<file path="src/design/srb_pkg.sv">
`timescale 1ns / 1ps

package srb_pkg;

    localparam int WINDOW_DEF = 16;
    localparam int SEQ_W      = 32;
    localparam int TAG_W      = 32;
    // s_tdata: seq_num, payload_tag, reply_wanted, padded to whole bytes
    localparam int S_TDATA_W  = 72;
    // m_tdata: out_seq, out_payload, ack_next, ack_highest
    localparam int M_TDATA_W  = 128;

    localparam logic CMD_DATA = 1'b0;
    localparam logic CMD_JOIN = 1'b1;
    localparam logic KIND_PKT = 1'b0;
    localparam logic KIND_ACK = 1'b1;

    typedef enum logic [3:0] {
        ST_IDLE  = 4'b0001,
        ST_CLEAR = 4'b0010,
        ST_DRAIN = 4'b0100,
        ST_ACK   = 4'b1000
    } state_t;

    typedef enum logic [1:0] {
        OUT_PKT_IN   = 2'd0,
        OUT_PKT_SLOT = 2'd1,
        OUT_ACK      = 2'd2
    } out_sel_t;

    typedef struct packed {
        logic     out_load;
        out_sel_t out_sel;
        logic     out_last;
        logic     advance;
        logic     clear_cur;
        logic     cnt_dec;
        logic     write_slot;
        logic     raise_high;
        logic     join_far;
        logic     load_cnt;
    } ctrl_cmd_t;

    typedef struct packed {
        logic is_join;
        logic seq_lt;
        logic seq_eq;
        logic in_win;
        logic slot_free;
        logic cur_valid;
        logic nxt_valid;
        logic cnt_last;
        logic reply;
        logic out_free;
    } dp_stat_t;

endpackage

</file>
<file path="src/design/srb_ctrl.sv">
`timescale 1ns / 1ps

module srb_ctrl
    import srb_pkg::*;
(
    input  logic      aclk,
    input  logic      aresetn,
    input  logic      s_tvalid,
    output logic      s_tready,
    input  dp_stat_t  stat,
    output ctrl_cmd_t cmd
);

    state_t state_reg, state_next;
    logic   ack_pending_reg, ack_pending_next;
    logic   fire;

    assign s_tready = (state_reg == ST_IDLE) && stat.out_free;
    assign fire     = s_tvalid && s_tready;

    always_ff @(posedge aclk) begin
        if (!aresetn) begin
            state_reg       <= ST_IDLE;
            ack_pending_reg <= 1'b0;
        end else begin
            state_reg       <= state_next;
            ack_pending_reg <= ack_pending_next;
        end
    end

    always_comb begin
        cmd              = '0;
        cmd.out_sel      = OUT_PKT_IN;
        state_next       = state_reg;
        ack_pending_next = ack_pending_reg;
        case (state_reg)
            ST_IDLE: begin
                if (fire) begin
                    if (stat.is_join) begin
                        if (!stat.seq_lt && !stat.seq_eq) begin
                            cmd.raise_high   = 1'b1;
                            ack_pending_next = 1'b0;
                            if (stat.in_win) begin
                                cmd.load_cnt = 1'b1;
                                state_next   = ST_CLEAR;
                            end else begin
                                // every stored item falls below the target
                                cmd.join_far = 1'b1;
                            end
                        end
                    end else if (stat.seq_lt) begin
                        if (stat.reply) begin
                            cmd.out_load = 1'b1;
                            cmd.out_sel  = OUT_ACK;
                            cmd.out_last = 1'b1;
                        end
                    end else if (stat.seq_eq) begin
                        cmd.out_load     = 1'b1;
                        cmd.out_sel      = OUT_PKT_IN;
                        cmd.out_last     = !stat.nxt_valid && !stat.reply;
                        cmd.advance      = 1'b1;
                        ack_pending_next = stat.reply;
                        if (stat.nxt_valid) begin
                            state_next = ST_DRAIN;
                        end else if (stat.reply) begin
                            state_next = ST_ACK;
                        end
                    end else if (stat.in_win) begin
                        cmd.raise_high = 1'b1;
                        cmd.write_slot = stat.slot_free;
                    end
                end
            end
            ST_CLEAR: begin
                // drop one stored item below the join target per cycle
                cmd.clear_cur = 1'b1;
                cmd.advance   = 1'b1;
                cmd.cnt_dec   = 1'b1;
                if (stat.cnt_last) begin
                    state_next = ST_DRAIN;
                end
            end
            ST_DRAIN: begin
                if (!stat.cur_valid) begin
                    state_next = ack_pending_reg ? ST_ACK : ST_IDLE;
                end else if (stat.out_free) begin
                    cmd.out_load  = 1'b1;
                    cmd.out_sel   = OUT_PKT_SLOT;
                    cmd.out_last  = !stat.nxt_valid && !ack_pending_reg;
                    cmd.clear_cur = 1'b1;
                    cmd.advance   = 1'b1;
                    if (!stat.nxt_valid) begin
                        state_next = ack_pending_reg ? ST_ACK : ST_IDLE;
                    end
                end
            end
            ST_ACK: begin
                if (stat.out_free) begin
                    cmd.out_load     = 1'b1;
                    cmd.out_sel      = OUT_ACK;
                    cmd.out_last     = 1'b1;
                    ack_pending_next = 1'b0;
                    state_next       = ST_IDLE;
                end
            end
            default: begin
                state_next = ST_IDLE;
            end
        endcase
    end

endmodule

</file>
<file path="src/design/srb_dp.sv">
`timescale 1ns / 1ps

module srb_dp
    import srb_pkg::*;
#(
    parameter int WINDOW = WINDOW_DEF
) (
    input  logic                 aclk,
    input  logic                 aresetn,
    input  logic [S_TDATA_W-1:0] s_tdata,
    input  logic                 s_tuser,
    output logic [M_TDATA_W-1:0] m_tdata,
    output logic                 m_tuser,
    output logic                 m_tlast,
    output logic                 m_tvalid,
    input  logic                 m_tready,
    input  ctrl_cmd_t            cmd,
    output dp_stat_t             stat
);

    localparam int IDX_W = $clog2(WINDOW);

    logic [SEQ_W-1:0]  exp_seq_reg, exp_seq_next;
    logic [SEQ_W-1:0]  high_seq_reg, high_seq_next;
    logic [IDX_W-1:0]  idx_reg, idx_next;
    logic [IDX_W-1:0]  cnt_reg, cnt_next;
    logic [WINDOW-1:0] valid_reg, valid_next;
    logic [TAG_W-1:0]  rd_data_reg;
    logic [TAG_W-1:0]  mem [WINDOW];

    logic              m_valid_reg, m_valid_next;
    logic              m_kind_reg;
    logic              m_last_reg;
    logic [SEQ_W-1:0]  m_seq_reg;
    logic [TAG_W-1:0]  m_pay_reg;
    logic [SEQ_W-1:0]  m_anext_reg;
    logic [SEQ_W-1:0]  m_ahigh_reg;

    logic [SEQ_W-1:0]  in_seq;
    logic [TAG_W-1:0]  in_pay;
    logic              in_reply;
    logic [SEQ_W-1:0]  seq_gap;
    logic [IDX_W:0]    slot_sum;
    logic [IDX_W-1:0]  slot;
    logic [IDX_W-1:0]  idx_inc;

    assign in_seq   = s_tdata[SEQ_W-1:0];
    assign in_pay   = s_tdata[SEQ_W+TAG_W-1:SEQ_W];
    assign in_reply = s_tdata[SEQ_W+TAG_W];

    // slots are addressed relative to the expected item's slot
    assign seq_gap  = in_seq - exp_seq_reg;
    assign slot_sum = {1'b0, idx_reg} + {1'b0, seq_gap[IDX_W-1:0]};
    assign slot     = (slot_sum >= (IDX_W+1)'(WINDOW))
                    ? IDX_W'(slot_sum - (IDX_W+1)'(WINDOW)) : slot_sum[IDX_W-1:0];
    assign idx_inc  = (idx_reg == IDX_W'(WINDOW - 1)) ? '0 : idx_reg + 1'b1;

    always_comb begin
        stat.is_join   = (s_tuser == CMD_JOIN);
        stat.seq_lt    = in_seq < exp_seq_reg;
        stat.seq_eq    = in_seq == exp_seq_reg;
        stat.in_win    = seq_gap < SEQ_W'(WINDOW);
        stat.slot_free = !valid_reg[slot];
        stat.cur_valid = valid_reg[idx_reg];
        stat.nxt_valid = valid_reg[idx_inc];
        stat.cnt_last  = cnt_reg == IDX_W'(1);
        stat.reply     = in_reply;
        stat.out_free  = !m_valid_reg || m_tready;
    end

    always_comb begin
        exp_seq_next  = exp_seq_reg;
        idx_next      = idx_reg;
        high_seq_next = high_seq_reg;
        cnt_next      = cnt_reg;
        valid_next    = valid_reg;
        if (cmd.join_far) begin
            exp_seq_next = in_seq;
            valid_next   = '0;
        end
        if (cmd.advance) begin
            exp_seq_next = exp_seq_reg + 1'b1;
            idx_next     = idx_inc;
        end
        if (cmd.clear_cur) begin
            valid_next[idx_reg] = 1'b0;
        end
        if (cmd.write_slot) begin
            valid_next[slot] = 1'b1;
        end
        if (cmd.raise_high && (in_seq > high_seq_reg)) begin
            high_seq_next = in_seq;
        end
        if (cmd.load_cnt) begin
            cnt_next = seq_gap[IDX_W-1:0];
        end else if (cmd.cnt_dec) begin
            cnt_next = cnt_reg - 1'b1;
        end
    end

    always_ff @(posedge aclk) begin
        if (!aresetn) begin
            exp_seq_reg  <= '0;
            high_seq_reg <= '0;
            idx_reg      <= '0;
            cnt_reg      <= '0;
            valid_reg    <= '0;
        end else begin
            exp_seq_reg  <= exp_seq_next;
            high_seq_reg <= high_seq_next;
            idx_reg      <= idx_next;
            cnt_reg      <= cnt_next;
            valid_reg    <= valid_next;
        end
    end

    // payload store; prefetch the slot that will be expected next cycle
    always_ff @(posedge aclk) begin
        if (cmd.write_slot) begin
            mem[slot] <= in_pay;
        end
        rd_data_reg <= mem[idx_next];
    end

    assign m_valid_next = cmd.out_load ? 1'b1 : (m_tready ? 1'b0 : m_valid_reg);

    always_ff @(posedge aclk) begin
        if (!aresetn) begin
            m_valid_reg <= 1'b0;
        end else begin
            m_valid_reg <= m_valid_next;
        end
    end

    always_ff @(posedge aclk) begin
        if (cmd.out_load) begin
            m_last_reg <= cmd.out_last;
            case (cmd.out_sel)
                OUT_PKT_IN: begin
                    m_kind_reg  <= KIND_PKT;
                    m_seq_reg   <= in_seq;
                    m_pay_reg   <= in_pay;
                    m_anext_reg <= '0;
                    m_ahigh_reg <= '0;
                end
                OUT_PKT_SLOT: begin
                    m_kind_reg  <= KIND_PKT;
                    m_seq_reg   <= exp_seq_reg;
                    m_pay_reg   <= rd_data_reg;
                    m_anext_reg <= '0;
                    m_ahigh_reg <= '0;
                end
                OUT_ACK: begin
                    m_kind_reg  <= KIND_ACK;
                    m_seq_reg   <= '0;
                    m_pay_reg   <= '0;
                    m_anext_reg <= exp_seq_reg;
                    m_ahigh_reg <= high_seq_reg;
                end
                default: begin
                    m_kind_reg  <= KIND_ACK;
                    m_seq_reg   <= '0;
                    m_pay_reg   <= '0;
                    m_anext_reg <= '0;
                    m_ahigh_reg <= '0;
                end
            endcase
        end
    end

    assign m_tvalid = m_valid_reg;
    assign m_tuser  = m_kind_reg;
    assign m_tlast  = m_last_reg;
    assign m_tdata  = {m_ahigh_reg, m_anext_reg, m_pay_reg, m_seq_reg};

endmodule

</file>
<file path="src/design/sequence_reorder_buffer.sv">
`timescale 1ns / 1ps

// Channel   Direction  tdata (low bit up)                              tuser  tlast
// s_        in         seq_num, payload_tag, reply_wanted, zero pad    command  -
// m_        out        out_seq, out_payload, ack_next, ack_highest     kind   last
//
// An old, stored, dropped or stale item, or a join beyond the window, is taken without leaving the idle state.
// An in-order packet is passed on, then the stored items that follow it drain, then the ack if wanted;
// the output register accepts one result per cycle while m_ does not stall.
// A join within the window clears each skipped slot in turn, then drains the stored items
// from the target on, if any.
// Synchronous active-low reset clears the slot valid flags and both sequence counters.
// s_tready stays low while the current item is still in work (skipped slots or results pending) or m_ stalls.

module sequence_reorder_buffer
    import srb_pkg::*;
#(
    parameter int WINDOW = WINDOW_DEF
) (
    input  logic                 aclk,
    input  logic                 aresetn,
    input  logic                 s_tvalid,
    output logic                 s_tready,
    input  logic [S_TDATA_W-1:0] s_tdata,   // seq_num, payload_tag, reply_wanted
    input  logic                 s_tuser,   // command
    output logic                 m_tvalid,
    input  logic                 m_tready,
    output logic [M_TDATA_W-1:0] m_tdata,   // out_seq, out_payload, ack_next, ack_highest
    output logic                 m_tuser,   // kind
    output logic                 m_tlast
);

    ctrl_cmd_t cmd;
    dp_stat_t  stat;

    srb_ctrl u_ctrl (
        .aclk     (aclk),
        .aresetn  (aresetn),
        .s_tvalid (s_tvalid),
        .s_tready (s_tready),
        .stat     (stat),
        .cmd      (cmd)
    );

    srb_dp #(
        .WINDOW (WINDOW)
    ) u_dp (
        .aclk     (aclk),
        .aresetn  (aresetn),
        .s_tdata  (s_tdata),
        .s_tuser  (s_tuser),
        .m_tdata  (m_tdata),
        .m_tuser  (m_tuser),
        .m_tlast  (m_tlast),
        .m_tvalid (m_tvalid),
        .m_tready (m_tready),
        .cmd      (cmd),
        .stat     (stat)
    );

endmodule

</file>
<file path="config.mk">
export PLATFORM = sky130hd
export DESIGN_NAME = sequence_reorder_buffer
export DESIGN_NICKNAME = d
export VERILOG_FILES = /design/src/design/srb_pkg.sv /design/src/design/srb_ctrl.sv /design/src/design/srb_dp.sv /design/src/design/sequence_reorder_buffer.sv
export SDC_FILE = /design/constraint.sdc
export NUM_CORES = 1
export LEC_CHECK = 0
export BUFFER_PORTS_ARGS = -buffer_cell sky130_fd_sc_hd__buf_2
export CELL_PAD_IN_SITES_DETAIL_PLACEMENT = 1
export CELL_PAD_IN_SITES_GLOBAL_PLACEMENT = 1
export CORE_ASPECT_RATIO = 0.8
export CORE_UTILIZATION = 38
export DETAILED_ROUTE_END_ITERATION = 7
export PLACE_DENSITY_LB_ADDON = 0.1
export SETUP_SLACK_MARGIN = 0.05
export SYNTH_ARGS = -nofsm -noshare
export SYNTH_HDL_FRONTEND = slang
export SYNTH_HIERARCHICAL = 1
export SYNTH_SLANG_ARGS = --single-unit
</file>
<file path="constraint.sdc">
create_clock -name aclk -period 7.9 [get_ports aclk]
set_clock_uncertainty 0.15 [all_clocks]
set_input_delay 0.395 -clock aclk [delete_from_list [all_inputs] [get_ports aclk]]
set_output_delay 0.395 -clock aclk [all_outputs]
set_load 0.05 [all_outputs]
</file>
==> flow_summary.yaml, run 1 <==
timing:
  relSlewSlack_pct: 14.1
  hold_viol_final: 0
  max_freq_mhz: 151
  final.min_clock_period_ns: 6.63
  tightest_slew_ns: 1.28
  setup_tns_ns: 0
  rsz0062_at_grt: "no"
  worst_slack_ns: 1.27
  finalCritPeriodShare_pct: 83.9
  final_max_slew_viol_count: 0
  whs_ns: 0.0599
  finalSetupViolCount: 0
yosys:
  yosysUniqueCellTypes: 87
  synthCells: 2342
  ys_async_sr_fraction_pct: 0
  ys_seq_area_share_pct: 64.7
  synth-main-ff-cell: "edfxtp_1"
  synth_edf_count: 642
  synth_area_sq_um: 33700
  syn_avg_cell_area_sq_um: 14.4
  ys_warn_count: 6
  synth.net_count: 2495
  ys_ff_latch: 768
setup_path:
  crit_required_ns: 8.22
  r2r_slack_ns: 1.27
  worstRegToRegCells: 17
  rr_startpoint: "u_dp/exp_seq_reg[23]$_SDFFE_PN0P_"
  crit_fanout: 46
  reg2reg_to: "u_dp/rd_data_reg[18]$_DFF_P_"
  endpoint_kind: "register"
  worstPathArrival_ns: 6.95
  start_kind: "register"
  critPathKind: "reg2reg"
routing:
  drc: 0
  drt.antenna.violating_nets: 0
  wl_per_cell_um: 24.6
  first_iter_violations: 1588
  viasPerCell: 5.48
  vias: 21200
  wl_um: 95100
  dr.pass1.iters: 5
floorplan:
  num_rows: 97
  fp.coreArea_sq_um: 87700
  die-area_sq_um: 89900
  die_w_um: 335
  pin_count: 209
  die-height_um: 268
  initial_core_util_pct: 38.4
clock_network:
  post_cts_buffers: 0
  cts_max_path_buffers: 3
  post_cts_resize_count: 0
  htreeDepth: 3
  cts_buffers: 83
  cts_sinks: 768
  clock_latency_ns: 0.65
  root_buffer: "clkbuf_16"
  clk_pin_slew_ns: 0.06
  cts_tree: "built"
pwr:
  power_density_nw_per_um2: 232
  total_power_uw: 9200
  leakagePower_uw: 0.0136
  ir_worst_vdd_mv: 0.171
layout:
  regMostFlops: "u_dp/mem"
  largest_reg_flops: 512
  fin_nets: 2753
  fillers: 8744
  drive_above_1_share_pct: 21.1
  area_delta_synth_final_pct: 17.9
  final_core_util_pct: 45.3
job:
  timing.max_cap.violations: 0
global_route:
  grt_max_degree: 92
  grt_pass1_wl_um: 141000
  antenna_found_initial: 3
  gr-total-overflow: 0
  grt_pass1_vias: 21900
  grtUsageTotal_pct: 21.1
hold_path:
  holdPathEnd: "u_dp/cnt_reg[0]$_SDFFE_PN0P_"
  whs_path_depth: 2
  min_from: "aresetn"
  hold_class: "in2reg"
placement:
  dpl_worst_slack_ns: 1.41
  io_buffers: 201
  dpl.hpwl_um: 57400
  gp_congestion: 0.854
status:
  outcome: "completed"
[worst max path at each step]
stage                                      start                                 to  slack (ns)  depth (start not counted)
3_5_place_dp                         s_tdata[23]       u_dp/rd_data_reg[18]$_DFF_P_        1.41                         17
5_1_grt         u_dp/exp_seq_reg[4]$_SDFFE_PN0P_       u_dp/rd_data_reg[18]$_DFF_P_        0.96                         19
2_1_floorplan   u_dp/exp_seq_reg[4]$_SDFFE_PN0P_  u_dp/m_ahigh_reg[0]$_SDFFCE_PP0P_        1.88                         13
6_report       u_dp/exp_seq_reg[23]$_SDFFE_PN0P_       u_dp/rd_data_reg[18]$_DFF_P_        1.27                         17
3_3_place_gp                         s_tdata[23]       u_dp/rd_data_reg[28]$_DFF_P_        1.49                         17
4_1_cts        u_dp/exp_seq_reg[23]$_SDFFE_PN0P_        u_dp/rd_data_reg[9]$_DFF_P_        1.44                         17
[layout by cell type, fill, tap and decap left out, types with 25 or more instances in the layout]
| master | synthesis | layout |
|---|---|---|
| edfxtp_1 | 642 | 642 |
| buf_2 | 15 | 200 |
| nand2_1 | 167 | 165 |
| mux4_2 | 141 | 141 |
| nor2_1 | 144 | 128 |
| dfxtp_1 | 126 | 126 |
| and2_1 | 105 | 105 |
| inv_1 | 97 | 95 |
| o21ai_0 | 91 | 91 |
| clkbuf_16 | 0 | 84 |
| a21oi_1 | 82 | 81 |
| ha_1 | 74 | 74 |
| mux2i_1 | 74 | 73 |
| dlygate4sd3_1 | 0 | 66 |
| nand3_1 | 60 | 60 |
| a211oi_1 | 50 | 49 |
| a31oi_1 | 43 | 43 |
| o21a_1 | 27 | 27 |
| buf_4 | 13 | 26 |
| nor2b_1 | 27 | 25 |
[area by class of cell]
type	count	area, sq um	area share [%]
flip-flops and latches	768	21800	54.9
multi-input cells	1344	11100	28.0
repair buffers	303	2080	5.23
clock buffers	108	2250	5.67
inverters	100	379	0.954
diodes	2	5.00	0.0126
clock inverters	47	604	1.52
well taps	1188	1490	3.74
[power by group]
group / total, uW / switching (uW) / internal, uW
Sequential: 4460 / 38.6 / 4420
Combinational: 679 / 457 / 222
Clock: 4060 / 1660 / 2400
[routing by layer]
metal,GRT usage [%],up-vias,part of all wire [%]
met5,0,-,0.014
met4,5.17,2,2.0
met3,3.59,120,4.4
met2,32.5,421,45
met1,30.9,11100,48
li1,-,9499,-
[Yosys cell counts (15+ instances only)]
| master | count | area, sq um |
|---|---|---|
| nor3b_1 | 15 | 113 |
| nor2b_1 | 27 | 169 |
| and2_1 | 105 | 657 |
| inv_1 | 97 | 364 |
| a211oi_1 | 50 | 375 |
| ha_1 | 74 | 926 |
| a21oi_1 | 82 | 410 |
| dfxtp_1 | 126 | 2520 |
| nor2_1 | 144 | 541 |
| a21o_1 | 21 | 158 |
| o21ai_0 | 91 | 455 |
| mux4_2 | 141 | 3180 |
| buf_2 | 15 | 75.1 |
| nor3_1 | 20 | 100 |
| and3_1 | 15 | 93.8 |
| a31oi_1 | 43 | 269 |
| nand2_1 | 167 | 627 |
| mux2i_1 | 74 | 741 |
| nand3_1 | 60 | 300 |
| clkbuf_1 | 86 | 323 |
| o21a_1 | 27 | 203 |
| edfxtp_1 | 642 | 19300 |
[metrics by stage]
stage,instances,cell area [sq um]
6_report,3860,39700
5_1_grt,3859,39700
4_1_cts,3858,39700
3_5_place_dp,3637,36200
3_3_place_gp,3637,36200
2_1_floorplan,2342,33700
[critical path: stages, from the launching register on]
cell	delay [ns]
dfxtp_1	0.45
inv_1	0.10
ha_1	0.40
a21oi_1	0.39
o21ai_0	0.35
a2111oi_1	0.67
nor2_1	0.13
a211oi_1	0.82
nor2b_1	0.19
and3_1	0.29
o21ai_1	0.31
nand2_2	0.29
mux2i_4	0.38
buf_12	0.37
mux4_2	0.55
and2_1	0.17
a211oi_1	0.29
a31oi_1	0.09
[logic make-up after synthesis]
group                    Yosys count  share of synthesized area, %
AO/OA/AOI/OAI                    401                          7.75
multiplexers                     221                          11.9
AND/OR/NAND/NOR                  628                          9.48
adder cells (fa/ha/maj)           76                          2.87
XOR/XNOR                          18                         0.468
flip-flops                       768                          64.7
buffers and inverters            230                          2.88
[what timing repair did]
action / in CTS / in global routing
endpoints found under the hold margin: 558 / 0
setup endpoints to repair: 0 / 0
hold buffers: 66 / 0
Note: power is estimated with default switching activity, not from simulation.
==> inputs of run 2 (changes only) <==
clock period = 5.9 ns   (was 7.9 ns; I/O delays follow)
==> run 2 against run 1 <==
  * Wire length is 0.50% lower
  * Setup slack worse by 0.80 ns
  * Largest cell class unchanged
  * Largest power group unchanged
  * Final area is 1.7% higher
  * Sequential share of layout area is 0.94 points lower
  * Total power is 31% higher
  * Critical path depth is 5 higher
==> flow_summary.yaml, run 2 (same netlist as run 1, synthesis figures left out) <==
floorplan:
  fp.coreArea_sq_um: 87700
  initial_core_util_pct: 38.4
  die-area_sq_um: 89900
  die-height_um: 268
  pin_count: 209
  num_rows: 97
  die_w_um: 335
layout:
  final_core_util_pct: 46.1
  largest_reg_flops: 512
  area_delta_synth_final_pct: 19.9
  drive_above_1_share_pct: 23.0
  regMostFlops: "u_dp/mem"
  layout_common_cells: "edfxtp_1 (642), buf_2 (200), nand2_1 (165)"
  fillers: 8769
  fin_nets: 2825
  layout_commonest_cell: "edfxtp_1"
global_route:
  grt_pass1_vias: 22100
  antenna_found_initial: 3
  grt_pass1_wl_um: 141000
  grt_max_degree: 65
  grtUsageTotal_pct: 21.0
  gr-total-overflow: 0
timing:
  rsz0062_at_grt: "no"
  hold_viol_final: 0
  tightest_slew_ns: 0.981
  final.min_clock_period_ns: 5.43
  setup_tns_ns: 0
  finalSetupViolCount: 0
  finalCritPeriodShare_pct: 92.0
  max_freq_mhz: 184
  relSlewSlack_pct: 34.6
  final_max_slew_viol_count: 0
  whs_ns: 0.0607
setup_path:
  reg2reg_to: "u_dp/rd_data_reg[29]$_DFF_P_"
  r2r_slack_ns: 0.47
  worstRegToRegCells: 22
  crit_fanout: 44
  crit_family: "simple AND/OR/NAND/NOR gates"
  critical_path.max_stage_delay_ns: 0.47
  worstPathArrival_ns: 5.78
  start_kind: "register"
  cp_common_cell: "buf_4"
  crit_required_ns: 6.25
  critPathSlowestCell: "ha_1"
  path_cells: "inv_1 -> ha_1 -> nand4_1 -> a21oi_1 -> nor3_2 -> o21ai_1 -> a2111oi_2 -> nor2_1 -> a211oi_1 -> buf_4 -> nor2b_1 -> and3_1 -> o21ai_1 -> nand2_2 -> buf_4 -> buf_4 -> nand2_1 -> xnor2_2 -> buf_12 -> and2_1 -> a211oi_1 -> a31oi_1"
  critPathKind: "reg2reg"
  endpoint_kind: "register"
  rr_startpoint: "u_dp/exp_seq_reg[5]$_SDFFE_PN0P_"
  critical_path_buf_inv_count: 5
routing:
  first_iter_violations: 1427
  dr.pass1.iters: 6
  wl_um: 94700
  wl_per_cell_um: 24.1
  drc: 0
  drt.antenna.violating_nets: 0
  viasPerCell: 5.42
  vias: 21300
pwr:
  leakagePower_uw: 0.0140
  total_power_uw: 12000
  ir_worst_vdd_mv: 0.242
  power_density_nw_per_um2: 297
clock_network:
  clock_latency_ns: 0.64
  cts_tree: "built"
  cts_buffers: 83
  cts_sinks: 768
  htreeDepth: 3
  root_buffer: "clkbuf_16"
  cts_max_path_buffers: 3
  clk_pin_slew_ns: 0.06
hold_path:
  holdPathEnd: "u_ctrl/state_reg[2]$_SDFFE_PN0P_"
  hold_class: "in2reg"
  min_from: "aresetn"
  whs_path_depth: 3
placement:
  gp_congestion: 0.851
  dpl.hpwl_um: 59200
  io_buffers: 201
status:
  outcome: "completed"
job:
  timing.max_cap.violations: 0
[run 2: cell count changes in the layout (fill, tap and decap cells not counted), moves of 3 or more]
cell,delta
buf_12,+25
buf_4,+46
bufinv_16,-8
clkbuf_1,+7
clkbuf_8,+3
clkinv_8,+3
[run 2: area by class of cell]
| cell class | instances | area [sq um] | area share, % |
|---|---|---|---|
| repair buffers | 375 | 2930 | 7.25 |
| clock inverters | 36 | 342 | 0.845 |
| flip-flops and latches | 768 | 21800 | 53.9 |
| diodes | 1 | 2.50 | 0.00619 |
| multi-input cells | 1344 | 11100 | 27.6 |
| clock buffers | 119 | 2340 | 5.80 |
| well taps | 1188 | 1490 | 3.68 |
| inverters | 100 | 379 | 0.938 |
[run 2: what timing repair did]
| action | CTS | global route |
|---|---|---|
| hold buffers | 67 | 0 |
| hold endpoints to repair | 599 | 0 |
| setup buffers | 0 | 2 |
| endpoints found under the setup margin | 0 | 45 |
| gates resized for setup | 0 | 4 |
[run 2: power by group]
group	switching, uW	total [uW]	internal (uW)
logic	611	926	315
registers	49.8	5970	5920
clock network	2190	5110	2920
[run 2: worst max-delay path by stage]
stage,from,end,slack [ns],cells past startpoint
floorplan,u_dp/exp_seq_reg[0]$_SDFFE_PN0P_,u_dp/mem[2][0]$_DFFE_PP_,0.27,10
global placement,s_tdata[0],u_dp/mem[14][13]$_DFFE_PP_,0.33,17
detailed placement,s_tdata[0],u_dp/mem[14][18]$_DFFE_PP_,0.30,17
CTS,u_dp/exp_seq_reg[4]$_SDFFE_PN0P_,u_dp/mem[14][21]$_DFFE_PP_,0.26,15
global route,u_dp/exp_seq_reg[5]$_SDFFE_PN0P_,u_dp/rd_data_reg[24]$_DFF_P_,0.08,22
finish,u_dp/exp_seq_reg[5]$_SDFFE_PN0P_,u_dp/rd_data_reg[29]$_DFF_P_,0.47,22
[run 2: layer usage]
metal / share of wire [%] / GRT usage [%]
met2: 44 / 31.2
met1: 50 / 32.0
met5: 0.023 / 0
met4: 1.7 / 4.63
met3: 4.3 / 3.44
[run 2: stage by stage]
stage | worst slack [ns] | instance area (sq um) | instances
floorplan | 0.273 | 33700 | 2342
global placement | 0.330 | 37000 | 3706
detailed placement | 0.301 | 37000 | 3706
CTS | 0.265 | 40400 | 3928
global route | 0.0802 | 40400 | 3931
finish | 0.472 | 40400 | 3931
[run 2: worst min-delay path: cells and delay by family]
family | cells | cell delay [ns]
AND/OR/NAND/NOR | 1 | 0.14
AO/OA/AOI/OAI | 1 | 0.06
buffers and inverters | 1 | 0.29
==> inputs of run 3 (changes only) <==
CORE_UTILIZATION = 34   (was 38)
REMOVE_ABC_BUFFERS = 1   (was default)
==> run 3 against run 2 <==
  * Total power up 1.6%
  * Sequential cell count unchanged
  * Combinational power up 2%
  * Via count up 0.61%
  * Non-clock buffer count up 15
  * Highest routed layer unchanged
  * First-iteration DRC count up 19%
  * Clock power up 3%
  * Register-to-register slack better by 0.10 ns
==> flow_summary.yaml, run 3 (same netlist as run 1, synthesis figures left out) <==
status:
  outcome: "completed"
routing:
  drc: 0
  first_iter_violations: 1699
  viasPerCell: 5.28
  drt.antenna.violating_nets: 0
  wl_per_cell_um: 24.3
  vias: 21400
  wl_um: 98800
  dr.pass1.iters: 5
floorplan:
  fp.coreArea_sq_um: 97500
  num_rows: 102
  die-height_um: 284
  die_w_um: 354
  die-area_sq_um: 100000
  initial_core_util_pct: 34.6
  pin_count: 209
global_route:
  grt_max_degree: 71
  use_met1_pct: 29.4
  busiest_layer: "met2"
  gr-total-overflow: 0
  grtUsageMet2_pct: 29.5
  grtUsageTotal_pct: 19.6
  grt_pass1_wl_um: 148000
  grtUsageMet3_pct: 3.11
  grt_pass1_vias: 22400
  antenna_found_initial: 5
timing:
  final.min_clock_period_ns: 5.33
  rsz0062_at_grt: "no"
  tightest_slew_ns: 1.06
  max_freq_mhz: 188
  hold_viol_final: 0
  final_max_slew_viol_count: 0
  finalCritPeriodShare_pct: 90.3
  whs_ns: 0.0380
  relSlewSlack_pct: 29.4
  finalSetupViolCount: 0
setup_path:
  critPathKind: "reg2reg"
  start_kind: "register"
  worstRegToRegCells: 19
  crit_required_ns: 6.29
  crit_fanout: 16
  endpoint_kind: "register"
  worstPathArrival_ns: 5.72
clock_network:
  cts_buffers: 85
  htreeDepth: 3
  clock_latency_ns: 0.66
  cts_tree: "built"
  cts_sinks: 768
  clk_pin_slew_ns: 0.06
  root_buffer: "clkbuf_16"
  cts_max_path_buffers: 3
job:
  timing.max_cap.violations: 0
pwr:
  leakagePower_uw: 0.0142
  power_density_nw_per_um2: 298
  ir_worst_vdd_mv: 0.215
placement:
  dpl.hpwl_um: 65500
  io_buffers: 201
  gp_congestion: 0.829
  placed_area_sq_um: 37500
layout:
  fin_nets: 2842
  layout_commonest_cell: "edfxtp_1"
  largest_reg_flops: 512
  fillers: 9901
  drive_above_1_share_pct: 23.6
  stdcell_area_sq_um: 41000
  layout_common_cells: "edfxtp_1 (642), buf_2 (200), nand2_1 (165)"
  regMostFlops: "u_dp/mem"
  area_delta_synth_final_pct: 21.6
hold_path:
  whs_path_depth: 4
  hold_class: "in2reg"
run 3: path summary, 6_finish.rpt:
path | startpoint | endpoint | slack, ns
min reg2reg | u_dp/high_seq_reg[22]$_SDFFE_PN0P_ | u_dp/high_seq_reg[22]$_SDFFE_PN0P_ | 0.32
min | s_tdata[13] | u_dp/high_seq_reg[13]$_SDFFE_PN0P_ | 0.04
max reg2reg | u_dp/exp_seq_reg[23]$_SDFFE_PN0P_ | u_dp/rd_data_reg[17]$_DFF_P_ | 0.57
max | u_dp/exp_seq_reg[23]$_SDFFE_PN0P_ | u_dp/rd_data_reg[17]$_DFF_P_ | 0.57
run 3: worst max-delay path, stage by stage, from the launching register on:
cell and delay, ns:
dfxtp_1 0.47, inv_1 0.11, ha_1 0.40, a21oi_1 0.33
o21ai_0 0.34, a2111oi_2 0.52, nor2_1 0.10, a211oi_1 0.25
buf_4 0.22, nor2b_1 0.09, and3_1 0.20, o21ai_1 0.19
nand2_2 0.13, mux2i_4 0.20, buf_12 0.19, buf_12 0.20
mux4_2 0.50, and2_1 0.19, a211oi_1 0.31, a31oi_1 0.07
run 3: through the flow:
stage	total power [uW]	TNS, ns	utilization (%)	setup WS (ns)	instances
after global routing	12700	0	42.0	0.0992	4061
after CTS	12400	0	42.0	0.350	4060
after global placement	6980	0	38.5	0.446	3837
after detailed placement	7000	0	38.5	0.411	3837
after floorplan	6610	-197.29	-	-5.46	2212
final	12200	0	42.0	0.575	4062
run 3: cell type report:
class,instances,area [sq um],share of cell area [%]
diodes,2,5.00,0.0122
clock inverters,37,400,0.977
well taps,1300,1630,3.97
repair buffers,390,3260,7.95
clock buffers,121,2380,5.82
multi-input cells,1344,11100,27.2
flip-flops and latches,768,21800,53.2
inverters,100,379,0.925
run 3: routing by layer:
metal / part of all wire (%) / vias up / wire length [um]
li1: - / 9673 / -
met1: 49 / 11200 / 48600
met2: 44 / 419 / 43900
met3: 4.3 / 136 / 4260
met4: 2.1 / 6 / 2060
met5: 0.039 / - / 39
run 3: timing repair:
action / CTS / global route
endpoints found under the setup margin: 0 / 26
hold buffers: 65 / 0
gates resized for setup: 0 / 2
setup buffers: 0 / 0
hold endpoints to repair: 587 / 0
run 3: where the power goes:
group / internal, uW / switching, uW / total, uW / leakage (uW)
registers: 5920 / 53.9 / 5980 / 0.00691
logic: 316 / 627 / 943 / 0.00589
clock network: 3020 / 2260 / 5280 / 0.00136
total: 9260 / 2940 / 12200 / 0.0142
